--- config.mk ---
export PLATFORM = sky130hd
export DESIGN_NAME = serial_frame_deframer
export DESIGN_NICKNAME = d
export VERILOG_FILES = /design/src/rtl/core/sfd_pkg.sv /design/src/rtl/core/serial_frame_deframer.sv /design/src/rtl/core/sfd_csr.sv /design/src/rtl/core/sfd_engine.sv
export SDC_FILE = /design/constraint.sdc
export NUM_CORES = 1
export LEC_CHECK = 0
export BUFFER_PORTS_ARGS = -buffer_cell sky130_fd_sc_hd__buf_4
export CAP_MARGIN = 20
export CORE_ASPECT_RATIO = 1.2
export CORE_MARGIN = 3
export CORE_UTILIZATION = 46
export CTS_BUF_LIST = sky130_fd_sc_hd__clkbuf_8
export CTS_CLUSTER_DIAMETER = 60
export DETAILED_ROUTE_END_ITERATION = 16
export PLACE_DENSITY = 0.71
export SKIP_CTS_REPAIR_TIMING = 1
export SYNTH_ARGS = -nofsm -noshare
export SYNTH_HDL_FRONTEND = slang
export SYNTH_SLANG_ARGS = --single-unit
--- constraint.sdc ---
create_clock -name clock -period 2.4 [get_ports clock]
set_input_delay 0.48 -clock clock [delete_from_list [all_inputs] [get_ports clock]]
set_output_delay 0.48 -clock clock [all_outputs]
set_load 0.005 [all_outputs]
--- src/rtl/core/sfd_pkg.sv ---
// shared types and constants of the serial frame deframer
`default_nettype none

package sfd_pkg;

   localparam int unsigned CsrAddrWidth = 4;
   localparam int unsigned CsrDataWidth = 32;

   localparam logic [1:0] REG_HEADER_FIRST  = 2'd0;
   localparam logic [1:0] REG_HEADER_SECOND = 2'd1;
   localparam logic [1:0] REG_MAX_LENGTH    = 2'd2;

   typedef logic [2:0] status_type;

   localparam status_type STATUS_BUSY    = 3'd0;
   localparam status_type STATUS_GOOD    = 3'd1;
   localparam status_type STATUS_BAD_CHK = 3'd2;
   localparam status_type STATUS_BAD_LEN = 3'd3;
   localparam status_type STATUS_BAD_HDR = 3'd4;

   typedef struct packed {
      logic [7:0] header_first;
      logic [7:0] header_second;
      logic [7:0] max_length;
   } cfg_type;

   typedef struct packed {
      logic [7:0] data_out;
      logic       data_valid;
      status_type status;
   } result_type;

endpackage

`default_nettype wire

--- src/rtl/core/serial_frame_deframer.sv ---
// serial frame deframer top level: input stage, frame engine and result stage
// a byte is registered in the input stage, then its result in the engine's result register
// throughput: one byte per cycle with rsp_ready high, set by the state update
// rsp_ready low stalls a pending result and a full input stage behind it; req_ready stays high while a stage is free
// synchronous active-high reset returns to the header hunt with max_length 255
`default_nettype none

module serial_frame_deframer
   import sfd_pkg::*;
(
   input  wire logic                    clock,
   input  wire logic                    reset,
   input  wire logic                    req_valid,
   output logic                         req_ready,
   input  wire logic [7:0]              req_byte_in,
   output logic                         rsp_valid,
   input  wire logic                    rsp_ready,
   output logic      [7:0]              rsp_data_out,
   output logic                         rsp_data_valid,
   output status_type                   rsp_status,
   input  wire logic                    csr_psel,
   input  wire logic                    csr_penable,
   input  wire logic                    csr_pwrite,
   input  wire logic [CsrAddrWidth-1:0] csr_paddr,
   input  wire logic [CsrDataWidth-1:0] csr_pwdata,
   output logic      [CsrDataWidth-1:0] csr_prdata,
   output logic                         csr_pready
);

   cfg_type    cfg;
   result_type result;
   logic       in_valid_ff;
   logic       in_valid_in;
   logic [7:0] in_byte_ff;
   logic       out_valid_ff;
   logic       out_valid_in;
   logic       out_load;
   logic       in_load;

   sfd_csr u_csr (
      .clock       (clock),
      .reset       (reset),
      .csr_psel    (csr_psel),
      .csr_penable (csr_penable),
      .csr_pwrite  (csr_pwrite),
      .csr_paddr   (csr_paddr),
      .csr_pwdata  (csr_pwdata),
      .csr_prdata  (csr_prdata),
      .csr_pready  (csr_pready),
      .cfg         (cfg)
   );

   assign out_load  = in_valid_ff & (~out_valid_ff | rsp_ready);
   assign req_ready = ~in_valid_ff | out_load;
   assign in_load   = req_valid & req_ready;

   assign in_valid_in  = in_load | (in_valid_ff & ~out_load);
   assign out_valid_in = out_load | (out_valid_ff & ~rsp_ready);

   always_ff @(posedge clock) begin
      if (reset) begin
         in_valid_ff  <= 1'b0;
         out_valid_ff <= 1'b0;
      end else begin
         in_valid_ff  <= in_valid_in;
         out_valid_ff <= out_valid_in;
      end
   end

   always_ff @(posedge clock) begin
      if (in_load) begin
         in_byte_ff <= req_byte_in;
      end
   end

   sfd_engine u_engine (
      .clock   (clock),
      .reset   (reset),
      .load    (out_load),
      .byte_in (in_byte_ff),
      .cfg     (cfg),
      .result  (result)
   );

   assign rsp_valid      = out_valid_ff;
   assign rsp_data_out   = result.data_out;
   assign rsp_data_valid = result.data_valid;
   assign rsp_status     = result.status;

endmodule

`default_nettype wire

--- src/rtl/core/sfd_csr.sv ---
// configuration registers behind the apb-style port
`default_nettype none

module sfd_csr
   import sfd_pkg::*;
(
   input  wire logic                    clock,
   input  wire logic                    reset,
   input  wire logic                    csr_psel,
   input  wire logic                    csr_penable,
   input  wire logic                    csr_pwrite,
   input  wire logic [CsrAddrWidth-1:0] csr_paddr,
   input  wire logic [CsrDataWidth-1:0] csr_pwdata,
   output logic      [CsrDataWidth-1:0] csr_prdata,
   output logic                         csr_pready,
   output cfg_type                      cfg
);

   cfg_type    cfg_ff;
   cfg_type    cfg_in;
   logic       wr_en;
   logic [1:0] reg_index;

   assign csr_pready = 1'b1;
   assign reg_index  = csr_paddr[3:2];
   assign wr_en      = csr_psel & csr_penable & csr_pwrite & csr_pready;

   always_comb begin
      cfg_in = cfg_ff;
      if (wr_en) begin
         unique case (reg_index)
            REG_HEADER_FIRST:  cfg_in.header_first  = csr_pwdata[7:0];
            REG_HEADER_SECOND: cfg_in.header_second = csr_pwdata[7:0];
            REG_MAX_LENGTH:    cfg_in.max_length    = csr_pwdata[7:0];
            default:           cfg_in = cfg_ff;
         endcase
      end
   end

   always_ff @(posedge clock) begin
      if (reset) begin
         cfg_ff.header_first  <= 8'd0;
         cfg_ff.header_second <= 8'd0;
         cfg_ff.max_length    <= 8'd255;
      end else begin
         cfg_ff <= cfg_in;
      end
   end

   always_comb begin
      unique case (reg_index)
         REG_HEADER_FIRST:  csr_prdata = {24'd0, cfg_ff.header_first};
         REG_HEADER_SECOND: csr_prdata = {24'd0, cfg_ff.header_second};
         REG_MAX_LENGTH:    csr_prdata = {24'd0, cfg_ff.max_length};
         default:           csr_prdata = '0;
      endcase
   end

   assign cfg = cfg_ff;

endmodule

`default_nettype wire

--- src/rtl/core/sfd_engine.sv ---
// frame state machine with length count, xor check and result register
`default_nettype none

module sfd_engine
   import sfd_pkg::*;
(
   input  wire logic       clock,
   input  wire logic       reset,
   input  wire logic       load,
   input  wire logic [7:0] byte_in,
   input  wire cfg_type    cfg,
   output result_type      result
);

   typedef enum logic [1:0] {
      PH_HEAD0 = 2'd0,
      PH_HEAD1 = 2'd1,
      PH_LEN   = 2'd2,
      PH_BODY  = 2'd3
   } phase_type;

   phase_type  phase_ff;
   phase_type  phase_in;
   logic [7:0] remaining_ff;
   logic [7:0] remaining_in;
   logic [7:0] xor_sum_ff;
   logic [7:0] xor_sum_in;
   result_type result_ff;
   result_type result_in;
   logic [7:0] xor_next;

   assign xor_next = xor_sum_ff ^ byte_in;

   always_comb begin
      phase_in             = phase_ff;
      remaining_in         = remaining_ff;
      xor_sum_in           = xor_sum_ff;
      result_in.data_out   = 8'd0;
      result_in.data_valid = 1'b0;
      result_in.status     = STATUS_BUSY;
      unique case (phase_ff)
         PH_HEAD0: begin
            if (byte_in == cfg.header_first) begin
               phase_in     = PH_HEAD1;
               remaining_in = 8'd1;
            end
         end
         PH_HEAD1: begin
            remaining_in = 8'd1;
            if (byte_in == cfg.header_second) begin
               phase_in = PH_LEN;
            end else begin
               phase_in         = PH_HEAD0;
               result_in.status = STATUS_BAD_HDR;
            end
         end
         PH_LEN: begin
            if ((byte_in > 8'd1) && (byte_in <= cfg.max_length)) begin
               phase_in     = PH_BODY;
               remaining_in = byte_in;
               xor_sum_in   = 8'd0;
            end else begin
               phase_in         = PH_HEAD0;
               remaining_in     = 8'd1;
               result_in.status = STATUS_BAD_LEN;
            end
         end
         PH_BODY: begin
            xor_sum_in = xor_next;
            if (remaining_ff <= 8'd1) begin
               phase_in         = PH_HEAD0;
               remaining_in     = 8'd1;
               result_in.status = (xor_next == 8'd0) ? STATUS_GOOD : STATUS_BAD_CHK;
            end else begin
               remaining_in         = remaining_ff - 8'd1;
               result_in.data_out   = byte_in;
               result_in.data_valid = 1'b1;
            end
         end
         default: phase_in = PH_HEAD0;
      endcase
   end

   always_ff @(posedge clock) begin
      if (reset) begin
         phase_ff     <= PH_HEAD0;
         remaining_ff <= 8'd1;
         xor_sum_ff   <= 8'd0;
      end else if (load) begin
         phase_ff     <= phase_in;
         remaining_ff <= remaining_in;
         xor_sum_ff   <= xor_sum_in;
         result_ff    <= result_in;
      end
   end

   assign result = result_ff;

endmodule

`default_nettype wire
After elaboration in Yosys (flattened, before gate mapping) --
Index checks and enable logic that the tools add are counted.
Word-level totals: memories kept 0, flip-flop bits (word level) 64, bits in writable memories 0, input bits 51, output and inout port bits 47, ROM bits 0, latch bits 0
Operators by class: divide/modulo/power cells 0, eq/ne operators 10, $lt $le $gt $ge 3, $add $sub $neg 1, muxes and demuxes 18, bitwise gates (word level) 17, $mul 0, shifts and indexed selects 0, reduce and logical (&&, ||, !) cells 13
Operators with widths (count):
- $mux W8 | 4
- $pmux W8 S4 | 1
- $pmux W8 S3 | 1
- $eq A8 B8 Y1 | 2
- $pmux W8 S2 | 1
- $mux W2 | 6
- $reduce_and A2 Y1 | 5
- $pmux W3 S3 | 1
- $gt A8 B1 Y1 const B | 1
- $le A8 B1 Y1 const B | 1
- $le A8 B8 Y1 | 1
- $logic_not A8 Y1 | 1
- $pmux W2 S4 | 1
- $sub A8 B1 Y8 const B | 1
- $xor A8 B8 Y8 | 1
- $and A1 B1 Y1 | 6
- $eq A2 B2 Y1 const B | 3
- $mux W3 | 2
- $ne A2 B1 Y1 const B | 3
- $not A1 Y1 | 6
- $reduce_and A3 Y1 | 2
- $eq A2 B1 Y1 const B | 2
- $logic_not A2 Y1 | 2
- $or A1 B1 Y1 | 4
- 4 further kinds | 4

Depth between registers and ports, before layout --
depth after elaboration 6, mapped depth 9, mapped depth without buffers 8

Hierarchy --
Synthesis repeated with hierarchy kept, for this count alone.
Unflattened totals: cell total of the unflattened synthesis 415, area, all modules 3854.9 um2
Modules (own cells, without submodules):
- sfd_engine | cells an instance 241, times used 1, area an instance 2125.8 um2, sequential area each 720.7 um2
- sfd_csr | cells an instance 156, times used 1, area an instance 1385.1 um2, sequential area each 480.5 um2
- serial_frame_deframer | cells an instance 18, times used 1, area an instance 344.1 um2, sequential area each 280.3 um2

Least setup slack after synthesis --
OpenSTA, ideal clock, no wires.
kind register -> register, start point register in_byte_ff[1], end point register u_engine.remaining_ff[3], stages on the path, launching flop included 9, data arrival time 1839 ps, period minus slack after synthesis 1960 ps, path slack 440 ps, path through edfxtp_1 -> ha_1 -> nor2b_1 -> o211ai_1 -> a211oi_2 -> nor4b_2 -> and3_1 -> buf_2 -> a221o_1
Between the ends: cells in the longest elaborated chain, start to end 4, elaborated cells between the ends (all ways) 8, those cells by class 2 x order compare; 2 x eq/ne; 2 x mux; 2 x reduce/logical
RTL lines:
- start: declaration | RTL line serial_frame_deframer.sv:34 | logic [7:0] in_byte_ff;
- start signal: assignment | RTL line serial_frame_deframer.sv:72 | in_byte_ff <= req_byte_in;
- $gt A8 B1 Y1 / $le A8 B8 Y1 (equally long branches) | RTL line sfd_engine.sv:58 | if ((byte_in > 8'd1) && (byte_in <= cfg.max_length)) begin
- $logic_and A1 B1 Y1 | RTL line sfd_engine.sv:58
- $mux W8 | RTL line sfd_engine.sv:58
- $pmux W8 S4 | RTL line sfd_engine.sv:41 | unique case (phase_ff)
- end signal: assignment | RTL line sfd_engine.sv:91 | remaining_ff <= remaining_in;
- end: declaration | RTL line sfd_engine.sv:24 | logic [7:0] remaining_ff;
Several ways; a longest one is shown, not always the timed one. A chain may end at the register's enable or synchronous reset.

Worst setup path after layout --
start point register in_byte_ff[1], end point register u_engine.remaining_ff[0]
Same word-level chain as after synthesis.

==> flow_summary.ini <==
[outcome]
status = finished clean

[yosys]
synth_edf_count = 20
synthFlopType = dfxtp_1
ys_warn_count = 0
yosys.cell_count.top_type = dfxtp_1
netlist_area_mm2 = 0.00361
ys_top_cells_by_area = dfxtp_1 (24%), edfxtp_1 (17%), buf_4 (6.0%), mux2i_1 (4.4%), ha_1 (3.5%)
ys_ff_latch = 64
yosysSeqAreaShare_pct = 41.0
ys_types = 55
avgSynthCellArea_um2 = 9.19
async_flop_share_pct = 0
synth.top_cells.by_count = dfxtp_1 (44), nand2_1 (32), nor2_1 (32)
postSynthCellCount = 393
synth_top_area_share_pct = 24.4
synth_top_area_cell = dfxtp_1

[detailed_routing]
ant_nets = 0
drt-pass1-iter-count = 4
vias_per_cell = 5.57
vias = 2970
totalWireLength_mm = 8.54
drc = 0
wl_per_cell_um = 16.0
drt-initial-drc-count = 224

[setup_path]
end_kind = flop
path_cells = ha_1 -> nor2b_1 -> o211ai_1 -> a211oi_2 -> nor4b_2 -> a32oi_1 -> a211o_1
cp-startpoint = in_byte_ff[1]
r2r_cells = 7
startpoint_type = flop
worst-setup-path-type = reg -> reg
cpPeakStageDelay_ps = 510
r2r-end = u_engine.remaining_ff[0]
arrival_ps = 2510
crit_path_max_fanout = 5
cp_slowest_cell = edfxtp_1
worstPathRequired_ps = 2640
r2r_setup_slack_ps = 130
reg2reg_from = in_byte_ff[1]
critPathCapture = u_engine.remaining_ff[0]

[clock_tree]
clock_sinks = 64
cts_inserted_buffers = 9
cts_tree = built
cts_buffer_depth = 2
cts.clk_slew.worst_paths_ps = 70
htreeDepth = 3
root_buffer = clkbuf_8
clock_latency_ps = 350

[cells_and_area]
regArea_mm2 = 0.00148
fin_cells = 533
drive_above_1_share_pct = 19.6
nets = 499
multi_input_area_mm2 = 0.00183
fillers = 676
final_area_mm2 = 0.00410
area_delta_synth_final_pct = 13.5
fin_util_pct = 55.1
num_antenna_cells = 0

[floorplanning]
die_area_mm2 = 0.00896
die_w_um = 86.9
row_count = 34
start_util_pct = 48.5
die_y_um = 103
coreArea_mm2 = 0.00744
io-pin-count = 98

[power_and_ir_drop]
peakVddDrop_v = 0.000392
powerDensity_mw_per_mm2 = 529
switching_share_pct = 25.3
fin_total_pwr_mw = 2.17
p_switching_uw = 550
clockPowerShare_pct = 36.7
p_int_mw = 1.62
power_leakage_nw = 1.64
sequentialPowerShare_pct = 53.2
combPwrFrac_pct = 10.1

[timing]
fin_setup_tns_ps = 0
rsz0062_at_grt = false
relSlewSlack_pct = 35.7
worst_slack_ps = 130
hold_ws_ps = 306
fmax_ghz = 0.441
maxSlewViolCount = 0
period_minus_slack_ps = 2270
clock_skew_ps = 6.71
tightest_slew_ps = 961
finalSetupViolCount = 0
final.period_utilization_pct = 94.6
hold_viol = 0

[place]
gp_congestion = 0.890
dp_hpwl_mm = 6.32
pre_cts_slack_ps = 97.3
portBuffers = 46
place_inst = 517
placed_cell_area_mm2 = 0.00394

[global_route]
grt_antenna_before_repair = 0
grt-ovfl-total = 0
grt_pass1_vias = 2917
grt_pass1_wl_mm = 14.3
grt_usage_pct = 20.5
grt_max_degree = 42

[flow_run]
maxCapViolations = 0

[hold_path]
hp-class = in -> reg
==> layer usage <==
layer  share of wire, %  vias up  global-route usage (%)  wire length [um]
met5                  0        -                       0                 0
met4                2.1        0                    8.63               181
met3                5.2       16                    4.16               446
met2                 50       97                    34.7              4270
met1                 43     1416                    25.4              3640
li1                   -     1441                       -                 -
==> placed cells by master (no fill, tap or decap), types with 3 or more instances in the layout <==
master,count
buf_4,63
dfxtp_1,44
nor2_1,32
nand2_1,32
conb_1,25
a21oi_1,24
edfxtp_1,20
nand2b_1,16
mux2i_1,16
o21ai_0,16
inv_1,11
nand3_1,11
and2_1,10
ha_1,10
clkbuf_8,10
a211o_1,9
a311oi_1,9
nand4_1,8
xnor2_1,8
xor2_1,8
nor3_1,6
nor2b_1,4
nor4_1,4
nor3b_1,4
o2bb2ai_1,3
a221o_1,3
clkinv_2,3
==> cell families (layout without fill, tap and decap cells) <==
kind of cell             count (synthesis)  count (layout)  share of synthesized area (%)
XOR/XNOR                                16              16                           3.88
other                                    2              25                          0.208
flip-flops                              64              64                           41.0
buffers and inverters                   62              89                           10.7
AO/OA/AOI/OAI                           83              83                           16.1
AND/OR/NAND/NOR                        140             140                           20.3
multiplexers                            16              16                           4.43
adder cells (fa/ha/maj)                 10              10                           3.46
==> worst min path at each step <==
stage                    from            end  slack [ps]  cells past startpoint
2_1_floorplan   u_csr.cfg[10]  u_csr.cfg[10]         460                      2
3_3_place_gp    u_csr.cfg[12]  u_csr.cfg[12]         470                      2
3_5_place_dp     u_csr.cfg[8]   u_csr.cfg[8]         480                      2
4_1_cts        req_byte_in[6]  in_byte_ff[6]         300                      1
5_1_grt        req_byte_in[5]  in_byte_ff[5]         300                      1
6_report       req_byte_in[5]  in_byte_ff[5]         310                      1
==> power groups by stage <==
stage / Combinational, mW / Sequential (mW) / Clock (mW)
after floorplan: 0.155 / 1.17 / 0
after global placement: 0.213 / 1.18 / 0
after detailed placement: 0.218 / 1.18 / 0
after CTS: 0.219 / 1.15 / 0.809
after global routing: 0.243 / 1.16 / 0.855
final: 0.219 / 1.15 / 0.797
==> registers in the layout, summed over array words and instances, names as in the netlist <==
register               count
in_byte_ff                 8
u_engine.xor_sum_ff        8
in_valid_ff                1
u_csr.cfg                 24
u_engine.result           12
rsp_valid                  1
u_engine.remaining_ff      8
u_engine.phase_ff          2
==> final cells by class <==
| class | count | area share (%) |
|---|---|---|
| Sequential cell | 64 | 36.1 |
| Tap cell | 90 | 2.75 |
| Timing Repair Buffer | 63 | 11.5 |
| Clock buffer | 10 | 3.36 |
| Multi-Input combinational cell | 290 | 44.7 |
| Inverter | 10 | 0.915 |
| Clock inverter | 6 | 0.641 |
==> worst max-delay path: cells and delay by family, from the launching register on <==
kind	cells	cell delay [ps]
compound gates	4	780
fa+ha+maj	1	340
flops	1	510
simple gates	2	530
Power figures use the tool's default switching activity.
